`src/rtl/rtt_pkg.sv`:
```
// Package: shared types and constants of the retransmission tracking table.
`default_nettype none

package rtt_pkg;

    // Table geometry and limits
    localparam int QUEUE_DEPTH      = 8;
    localparam int SLOT_W           = $clog2(QUEUE_DEPTH);
    localparam int COUNT_W          = $clog2(QUEUE_DEPTH + 1);
    localparam int MAX_PACKET_BYTES = 1024;

    // Command queue between front and back
    localparam int CMDQ_DEPTH = 2;
    localparam int CMDQ_PTR_W = $clog2(CMDQ_DEPTH);
    localparam int CMDQ_CNT_W = $clog2(CMDQ_DEPTH + 1);

    localparam logic [7:0] RETRY_LIMIT_RESET = 8'd3;

    // Operation codes
    localparam logic [1:0] OP_ADD  = 2'd0;
    localparam logic [1:0] OP_ACK  = 2'd1;
    localparam logic [1:0] OP_TICK = 2'd2;
    localparam logic [1:0] OP_NONE = 2'd3;

    // Result kinds
    localparam logic [2:0] KIND_ADD    = 3'd0;
    localparam logic [2:0] KIND_ACK    = 3'd1;
    localparam logic [2:0] KIND_RETX   = 3'd2;
    localparam logic [2:0] KIND_GIVEUP = 3'd3;
    localparam logic [2:0] KIND_DONE   = 3'd4;

    typedef struct packed {
        logic [1:0]  operation;
        logic [7:0]  segment_number;
        logic [10:0] packet_length;
    } cmd_t;

    typedef struct packed {
        logic [2:0]  kind;
        logic        accepted;
        logic [2:0]  slot;
        logic [7:0]  entry_segment;
        logic [10:0] entry_length;
        logic [7:0]  attempt_number;
        logic [3:0]  pending_count;
        logic        last;
    } result_t;

    // Head of the command queue as seen by the back end
    typedef struct packed {
        logic valid;
        logic oversize;
        cmd_t word;
    } qhead_t;

endpackage

`default_nettype wire

```
`src/rtl/retransmission_tracking_table_core.sv`:
```
// Top level: retransmission tracking table with command queue and sequencer.
`default_nettype none

// Tracks up to eight packets awaiting acknowledgement (payload kept outside,
// addressed by slot).
// Command channel: a word on cmd is taken at a clock edge with start high and
// busy low. Operation add takes the lowest free slot, ack clears every
// pending entry of that segment, tick walks the slots for retransmission.
// Unused operation code: taken, but produces nothing.
// Result channel: result_valid marks a result word for exactly one cycle;
// the receiver cannot stall, so no back-pressure exists on this side.
// Result path: an add or ack word waits in the queue until the idle sequencer
// pops it; its result word is then registered. Throughput: add and ack sustain
// one word per cycle while no tick holds the sequencer; a tick holds it for its
// start, a one-slot-per-cycle scan and its done word. A two-word queue in front
// lets new commands in while the scan runs; busy is high while that queue is full.
// Configuration: cfg_wr_en/cfg_wr_data write retry_limit, only while idle: a user rule the block does not enforce.
// Reset (rst_n, async, active low): all entries free, count zero, retry
// limit 3, queue empty; no clearing pass is needed.
module retransmission_tracking_table_core
    import rtt_pkg::*;
(
    input  wire logic       clk,
    input  wire logic       rst_n,
    input  wire logic       start,
    input  wire cmd_t       cmd,
    output logic            busy,
    input  wire logic       cfg_wr_en,
    input  wire logic [7:0] cfg_wr_data,
    output result_t         result,
    output logic            result_valid
);

    qhead_t head;   // oldest queued command word
    logic   pop;    // sequencer takes the head

    rtt_front u_front (
        .clk   (clk),
        .rst_n (rst_n),
        .start (start),
        .cmd   (cmd),
        .busy  (busy),
        .pop   (pop),
        .head  (head)
    );

    rtt_back u_back (
        .clk          (clk),
        .rst_n        (rst_n),
        .cfg_wr_en    (cfg_wr_en),
        .cfg_wr_data  (cfg_wr_data),
        .head         (head),
        .pop          (pop),
        .result       (result),
        .result_valid (result_valid)
    );

endmodule

`default_nettype wire

```
`src/rtl/rtt_front.sv`:
```
// Front end: takes command words, drops unused codes, queues the rest.
`default_nettype none

module rtt_front
    import rtt_pkg::*;
(
    input  wire logic   clk,
    input  wire logic   rst_n,
    input  wire logic   start,
    input  wire cmd_t   cmd,
    output logic        busy,
    input  wire logic   pop,
    output qhead_t      head
);

    cmd_t                  q_word_reg [CMDQ_DEPTH];
    logic                  q_over_reg [CMDQ_DEPTH];
    logic [CMDQ_PTR_W-1:0] wr_ptr_reg, wr_ptr_next;
    logic [CMDQ_PTR_W-1:0] rd_ptr_reg, rd_ptr_next;
    logic [CMDQ_CNT_W-1:0] cnt_reg, cnt_next;

    logic take;
    logic push;
    logic do_pop;

    assign busy   = (cnt_reg == CMDQ_CNT_W'(CMDQ_DEPTH));
    assign take   = start && !busy;
    // unused code causes nothing, so it never enters the queue
    assign push   = take && (cmd.operation != OP_NONE);
    assign do_pop = pop && (cnt_reg != '0);

    always_comb
    begin
        wr_ptr_next = wr_ptr_reg;
        rd_ptr_next = rd_ptr_reg;
        cnt_next    = cnt_reg;
        if (push)
        begin
            wr_ptr_next = (wr_ptr_reg == CMDQ_PTR_W'(CMDQ_DEPTH - 1)) ? '0
                          : wr_ptr_reg + CMDQ_PTR_W'(1);
        end
        if (do_pop)
        begin
            rd_ptr_next = (rd_ptr_reg == CMDQ_PTR_W'(CMDQ_DEPTH - 1)) ? '0
                          : rd_ptr_reg + CMDQ_PTR_W'(1);
        end
        case ({push, do_pop})
            2'b10:   cnt_next = cnt_reg + CMDQ_CNT_W'(1);
            2'b01:   cnt_next = cnt_reg - CMDQ_CNT_W'(1);
            default: cnt_next = cnt_reg;
        endcase
    end

    always_ff @(posedge clk or negedge rst_n)
    begin
        if (!rst_n)
        begin
            wr_ptr_reg <= '0;
            rd_ptr_reg <= '0;
            cnt_reg    <= '0;
        end
        else
        begin
            wr_ptr_reg <= wr_ptr_next;
            rd_ptr_reg <= rd_ptr_next;
            cnt_reg    <= cnt_next;
        end
    end

    always_ff @(posedge clk)
    begin
        if (push)
        begin
            q_word_reg[wr_ptr_reg] <= cmd;
            q_over_reg[wr_ptr_reg] <= (cmd.packet_length > 11'(MAX_PACKET_BYTES));
        end
    end

    assign head.valid    = (cnt_reg != '0);
    assign head.oversize = q_over_reg[rd_ptr_reg];
    assign head.word     = q_word_reg[rd_ptr_reg];

endmodule

`default_nettype wire

```
`src/rtl/rtt_back.sv`:
```
// Back end: entry table, retry register and the add/ack/tick sequencer.
`default_nettype none

module rtt_back
    import rtt_pkg::*;
(
    input  wire logic   clk,
    input  wire logic   rst_n,
    input  wire logic   cfg_wr_en,
    input  wire logic [7:0] cfg_wr_data,
    input  wire qhead_t head,
    output logic        pop,
    output result_t     result,
    output logic        result_valid
);

    typedef enum logic [2:0] {
        ST_IDLE = 3'b001,
        ST_SCAN = 3'b010,
        ST_DONE = 3'b100
    } state_t;

    state_t              state_reg, state_next;
    logic [SLOT_W-1:0]   idx_reg, idx_next;
    logic [QUEUE_DEPTH-1:0] pend_reg, pend_next;
    logic [7:0]          seg_reg   [QUEUE_DEPTH];
    logic [7:0]          retr_reg  [QUEUE_DEPTH];
    logic [10:0]         len_reg   [QUEUE_DEPTH];
    logic [COUNT_W-1:0]  total_reg, total_next;
    logic [7:0]          limit_reg;
    result_t             res_reg, res_next;
    logic                res_valid_reg, res_valid_next;

    // table writes
    logic                wr_add;
    logic                wr_dec;
    logic                free_found;
    logic [SLOT_W-1:0]   free_idx;
    logic [QUEUE_DEPTH-1:0] match;
    logic                match_any;
    logic [SLOT_W-1:0]   match_first;
    logic [COUNT_W-1:0]  match_cnt;
    logic [7:0]          retr_dec;
    logic [COUNT_W-1:0]  total_inc;
    logic [COUNT_W-1:0]  total_dec;

    // lowest free slot, ack matches
    always_comb
    begin
        free_found  = 1'b0;
        free_idx    = '0;
        match_any   = 1'b0;
        match_first = '0;
        match_cnt   = '0;
        for (int i = QUEUE_DEPTH - 1; i >= 0; i--)
        begin
            if (!pend_reg[i])
            begin
                free_found = 1'b1;
                free_idx   = SLOT_W'(i);
            end
            match[i] = pend_reg[i] && (seg_reg[i] == head.word.segment_number);
            if (match[i])
            begin
                match_any   = 1'b1;
                match_first = SLOT_W'(i);
            end
        end
        for (int i = 0; i < QUEUE_DEPTH; i++)
        begin
            match_cnt = match_cnt + COUNT_W'(match[i]);
        end
    end

    assign retr_dec  = retr_reg[idx_reg] - 8'd1;
    assign total_inc = total_reg + COUNT_W'(1);
    assign total_dec = total_reg - COUNT_W'(1);

    always_comb
    begin
        state_next     = state_reg;
        idx_next       = idx_reg;
        pend_next      = pend_reg;
        total_next     = total_reg;
        res_next       = res_reg;
        res_valid_next = 1'b0;
        pop            = 1'b0;
        wr_add         = 1'b0;
        wr_dec         = 1'b0;

        unique case (state_reg)
            ST_IDLE:
            begin
                if (head.valid)
                begin
                    pop = 1'b1;
                    res_valid_next = 1'b1;
                    res_next = '0;
                    res_next.entry_segment = head.word.segment_number;
                    res_next.last          = 1'b1;
                    res_next.pending_count = 4'(total_reg);
                    unique case (head.word.operation)
                        OP_ADD:
                        begin
                            res_next.kind = KIND_ADD;
                            if (!head.oversize && free_found)
                            begin
                                wr_add                 = 1'b1;
                                pend_next[free_idx]    = 1'b1;
                                total_next             = total_inc;
                                res_next.accepted      = 1'b1;
                                res_next.slot          = 3'(free_idx);
                                res_next.entry_length  = head.word.packet_length;
                                res_next.pending_count = 4'(total_inc);
                            end
                        end
                        OP_ACK:
                        begin
                            pend_next              = pend_reg & ~match;
                            total_next             = total_reg - match_cnt;
                            res_next.kind          = KIND_ACK;
                            res_next.accepted      = match_any;
                            res_next.slot          = 3'(match_first);
                            res_next.pending_count = 4'(total_reg - match_cnt);
                        end
                        default:
                        begin
                            // timeout tick: result words come from the scan
                            res_valid_next = 1'b0;
                            idx_next       = '0;
                            state_next     = ST_SCAN;
                        end
                    endcase
                end
            end
            ST_SCAN:
            begin
                if (pend_reg[idx_reg])
                begin
                    res_valid_next         = 1'b1;
                    res_next               = '0;
                    res_next.slot          = 3'(idx_reg);
                    res_next.entry_segment = seg_reg[idx_reg];
                    res_next.pending_count = 4'(total_reg);
                    if (retr_reg[idx_reg] != 8'd0)
                    begin
                        wr_dec                  = 1'b1;
                        res_next.kind           = KIND_RETX;
                        res_next.entry_length   = len_reg[idx_reg];
                        res_next.attempt_number = limit_reg - retr_dec;
                    end
                    else
                    begin
                        pend_next[idx_reg]     = 1'b0;
                        total_next             = total_dec;
                        res_next.kind          = KIND_GIVEUP;
                        res_next.pending_count = 4'(total_dec);
                    end
                end
                if (idx_reg == SLOT_W'(QUEUE_DEPTH - 1))
                begin
                    state_next = ST_DONE;
                end
                else
                begin
                    idx_next = idx_reg + SLOT_W'(1);
                end
            end
            ST_DONE:
            begin
                res_valid_next         = 1'b1;
                res_next               = '0;
                res_next.kind          = KIND_DONE;
                res_next.pending_count = 4'(total_reg);
                res_next.last          = 1'b1;
                state_next             = ST_IDLE;
            end
            default:
            begin
                state_next = ST_IDLE;
            end
        endcase
    end

    always_ff @(posedge clk or negedge rst_n)
    begin
        if (!rst_n)
        begin
            state_reg     <= ST_IDLE;
            idx_reg       <= '0;
            pend_reg      <= '0;
            total_reg     <= '0;
            limit_reg     <= RETRY_LIMIT_RESET;
            res_valid_reg <= 1'b0;
        end
        else
        begin
            state_reg     <= state_next;
            idx_reg       <= idx_next;
            pend_reg      <= pend_next;
            total_reg     <= total_next;
            res_valid_reg <= res_valid_next;
            if (cfg_wr_en)
            begin
                limit_reg <= cfg_wr_data;
            end
        end
    end

    // entry payload; contents of a free entry are never read out
    always_ff @(posedge clk)
    begin
        res_reg <= res_next;
        if (wr_add)
        begin
            seg_reg[free_idx]  <= head.word.segment_number;
            retr_reg[free_idx] <= limit_reg;
            len_reg[free_idx]  <= head.word.packet_length;
        end
        if (wr_dec)
        begin
            retr_reg[idx_reg] <= retr_dec;
        end
    end

    assign result       = res_reg;
    assign result_valid = res_valid_reg;

endmodule

`default_nettype wire

```
`config.mk`:
```
export PLATFORM = sky130hd
export DESIGN_NAME = retransmission_tracking_table_core
export DESIGN_NICKNAME = d
export VERILOG_FILES = /design/src/rtl/rtt_pkg.sv /design/src/rtl/retransmission_tracking_table_core.sv /design/src/rtl/rtt_front.sv /design/src/rtl/rtt_back.sv
export SDC_FILE = /design/constraint.sdc
export NUM_CORES = 1
export LEC_CHECK = 0
export BUFFER_PORTS_ARGS = -buffer_cell sky130_fd_sc_hd__buf_2
export CAP_MARGIN = 20
export CORE_UTILIZATION = 40
export CTS_CLUSTER_DIAMETER = 200
export DETAILED_ROUTE_END_ITERATION = 8
export GPL_TIMING_DRIVEN = 0
export HOLD_SLACK_MARGIN = 0.08
export PLACE_DENSITY = 0.66
export SYNTH_ARGS = -nofsm -noshare
export SYNTH_HDL_FRONTEND = slang
export SYNTH_SLANG_ARGS = --single-unit
```
`constraint.sdc`:
```
create_clock -name clk -period 5.8 [get_ports clk]
set_clock_uncertainty 0.05 [all_clocks]
set_input_delay 1.16 -clock clk [delete_from_list [all_inputs] [get_ports clk]]
set_output_delay 1.16 -clock clk [all_outputs]
set_load 0.02 [all_outputs]
```
==> impl_metrics.json <==
{
  "maxCapViolations": 0,
  "timing_hold_violations_final": 0,
  "unrepaired_setup_endpoints_after_global_routing": "yes",
  "tritoncts_clock_tree": "yes",
  "num-fill-cells": 3216,
  "netlist_area_sq_um": 15000,
  "final_area_sq_um": 17800,
  "power_per_cell_area_nw_per_um2": 505,
  "worst-r2r-setup-slack_ps": 100,
  "clock_power_share_pct": 24.1,
  "clkLatencyLatePin_ps": 540,
  "yosys_most_used_dff": "sky130_fd_sc_hd__edfxtp_1",
  "route.final.wire_length_mm": 38.2,
  "cts-buffers-inserted": 35,
  "antenna_violating_nets_post_route": 0,
  "die_w_um": 196,
  "cts.hold.buffers_added": 0,
  "p_sw_w": 0.00325,
  "grt_first_pass_wirelength_mm": 56.6,
  "critical_path.endpoint_type": "flop",
  "maxSlewViolCount": 0,
  "rows": 70,
  "yosys_warnings": 0,
  "place.gp.congestion": 0.900,
  "max-vdd-ir-drop_mv": 0.283,
  "globalRoute.totalOverflow": 0,
  "switching_share_pct": 36.2,
  "final_nets": 1287,
  "setup_viol_count_final": 0,
  "yosys_register_bits": 330,
  "critPathArrivalTime_ps": 5930,
  "route.detailed.wl_per_inst_um": 22.2,
  "drive_gt1_share_pct": 22.2,
  "internal-power_w": 0.00572,
  "min_path_type": "flop to flop",
  "grt_max_degree": 32,
  "run_status": "complete, no violations",
  "numPortBuffers": 72,
  "fin_crit_sh_pct": 98.3,
  "combinationalPowerShare_pct": 39.4,
  "synth-edff-count": 299,
  "diodes": 0,
  "path_clk_slew_ps": 70,
  "area_growth_pct": 18.4,
  "track_usage_pct": 19.6,
  "detail_route.iter0.violations": 955,
  "fp.coreArea_sq_um": 36800,
  "crit_path_max_fanout": 7,
  "die_height_um": 196,
  "floorplan.io_pins": 74,
  "cts-root-buf": "sky130_fd_sc_hd__clkbuf_16",
  "seq_power_share_pct": 36.5,
  "initial_util_pct": 40.8,
  "avgSynthCellArea_sq_um": 14.1,
  "sequential_element_share_of_the_synthesized_area_pct": 65.0,
  "hold_ws_ps": 433,
  "slew_headroom_pct": 18.9,
  "pin_slew_with_the_least_headroom_to_its_limit_ps": 1220,
  "finalWorstPathRequiredPeriod_ps": 5700,
  "detail_route.vias_per_cell": 5.78,
  "firstDrtPassIters": 5,
  "critical_path.startpoint_type": "flop",
  "place_area_sq_um": 16200,
  "vias": 9927,
  "grt_pass1_vias": 9678,
  "max-clock-path-buffers": 3,
  "largest_register_ff_count": 88,
  "design.die.area_sq_um": 38300,
  "route.detailed.drc": 0,
  "clock_tree.htree_level_count": 2,
  "numClockSinks": 330,
  "synth_nets": 1126,
  "post_synth_inst_count": 1063,
  "max_freq_mhz": 175,
  "worstPathRequired_ps": 6030,
  "grt_antenna_before_repair": 0,
  "postSynth.asyncResetShare_pct": 9.39,
  "total_leakage_power_nw": 6.29,
  "path_class": "flop to flop",
  "totalPowerFinal_w": 0.00897,
  "dp_hpwl_mm": 25.5,
  "synth_cell_type_count": 81
}
-- cells by family after synthesis --
group | after synthesis | synth area share (%)
simple gates | 249 | 8.66
xor+xnor | 80 | 4.67
flops | 330 | 65.0
buf+inv | 83 | 2.48
compound gates | 233 | 10.9
mux | 58 | 5.28
fa+ha+maj | 30 | 3.00
-- synthesized netlist by cell type, drive strengths merged, types with 8 or more instances --
cell    count  share of area, %
xnor2      65               3.8
o211ai      8              0.40
dfrtp      28               4.7
a22o       15              0.88
fa         10               1.3
inv        43               1.1
mux2i      23               2.2
a22oi      37               1.9
nand2      48               1.2
nand3      17              0.60
ha         20               1.7
a21oi      16              0.56
nand4      16              0.81
mux2       30               2.3
clkbuf     18              0.45
nor3       21              0.81
edfxtp    299                60
nor2b      12              0.50
and3       10              0.42
buf        21              0.93
nor4       19              0.89
o22ai      49               2.0
nand2b     11              0.46
nor2       74               1.9
xor2       15              0.88
o21ai      50               1.7
-- path summary, 6_finish.rpt --
kind / cells past startpoint / start / end
max: 22 / u_front.rd_ptr_reg / u_back.result[3]
min: 1 / u_front.cnt_reg[1] / u_front.cnt_reg[1]
max reg2reg: 22 / u_front.rd_ptr_reg / u_back.result[3]
min reg2reg: 1 / u_front.cnt_reg[1] / u_front.cnt_reg[1]
max in group asynchronous: 1 / rst_n / u_back.pend_reg[0]
min in group asynchronous: 1 / rst_n / u_back.idx_reg[0]
-- final cells by class --
type                    count  area, sq um  area share, %
flip-flops and latches    330         9760           54.9
multi-input cells         650         5010           28.2
clock buffers              48          945           5.32
repair buffers            124          918           5.17
well taps                 468          586           3.30
plain buffers              39          221           1.25
clock inverters            15          166          0.936
inverters                  44          165          0.929
-- power groups by stage --
stage	clock [W]	sequential, W	combinational (W)
2_1_floorplan	0	0.00348	0.00209
3_3_place_gp	0	0.00334	0.00313
3_5_place_dp	0	0.00332	0.00326
4_1_cts	0.00220	0.00328	0.00346
5_1_grt	0.00228	0.00330	0.00380
6_report	0.00216	0.00327	0.00353
-- what timing repair did --
action / in CTS / in global routing
pin swaps: 3 / 6
setup endpoints to repair: 5 / 4
gates resized for setup: 14 / 10
buffers inserted: 30 / 9
-- through the flow --
stage / utilization (%) / TNS [ps] / worst slack (ps) / cells
after global routing: 48.3 / -118 / -113 / 1718
after floorplan: - / 0 / 189 / 1063
after global placement: 43.4 / -4640 / -466 / 1603
after detailed placement: 44.0 / -1120 / -485 / 1615
final: 48.3 / 0 / 99.5 / 1718
after CTS: 48.0 / 0 / 36.8 / 1708
-- critical path, cell delays in order, from the launching register on --
cell and delay, ps:
sky130_fd_sc_hd__dfrtp_1 410, sky130_fd_sc_hd__buf_12 170, sky130_fd_sc_hd__buf_12 140, sky130_fd_sc_hd__mux2i_4 190, sky130_fd_sc_hd__buf_4 150, sky130_fd_sc_hd__xnor2_1 140
sky130_fd_sc_hd__nor4_2 390, sky130_fd_sc_hd__nand2_1 160, sky130_fd_sc_hd__nor2_2 190, sky130_fd_sc_hd__ha_1 260, sky130_fd_sc_hd__inv_1 70, sky130_fd_sc_hd__fa_1 400
sky130_fd_sc_hd__inv_1 70, sky130_fd_sc_hd__fa_1 420, sky130_fd_sc_hd__fa_1 460, sky130_fd_sc_hd__fa_2 360, sky130_fd_sc_hd__fa_2 340, sky130_fd_sc_hd__xor2_1 130
sky130_fd_sc_hd__nor2_1 50, sky130_fd_sc_hd__a41o_1 240, sky130_fd_sc_hd__a21oi_2 180, sky130_fd_sc_hd__o22ai_1 90, sky130_fd_sc_hd__or3b_1 370
-- layer usage --
layer / vias up / routed length (um) / GRT usage, %
met5: - / 0 / 0
met4: 0 / 1010 / 6.19
met3: 78 / 3350 / 4.18
met2: 460 / 17400 / 31.2
met1: 4935 / 16400 / 26.9
li1: 4454 / - / -
-- placed cells by master (no fill, tap or decap), types with 16 or more instances in the layout --
cell type and count:
sky130_fd_sc_hd__a22oi_1 36, sky130_fd_sc_hd__buf_2 85, sky130_fd_sc_hd__buf_4 36, sky130_fd_sc_hd__clkbuf_1 29
sky130_fd_sc_hd__clkbuf_16 35, sky130_fd_sc_hd__dfrtp_1 28, sky130_fd_sc_hd__edfxtp_1 299, sky130_fd_sc_hd__ha_1 20
sky130_fd_sc_hd__inv_1 42, sky130_fd_sc_hd__mux2_2 26, sky130_fd_sc_hd__nand2_1 48, sky130_fd_sc_hd__nand3_1 16
sky130_fd_sc_hd__nor2_1 62, sky130_fd_sc_hd__nor3_1 16, sky130_fd_sc_hd__o21ai_0 44, sky130_fd_sc_hd__o22ai_1 49
sky130_fd_sc_hd__xnor2_1 63
(Power assumes the default switching activity.)
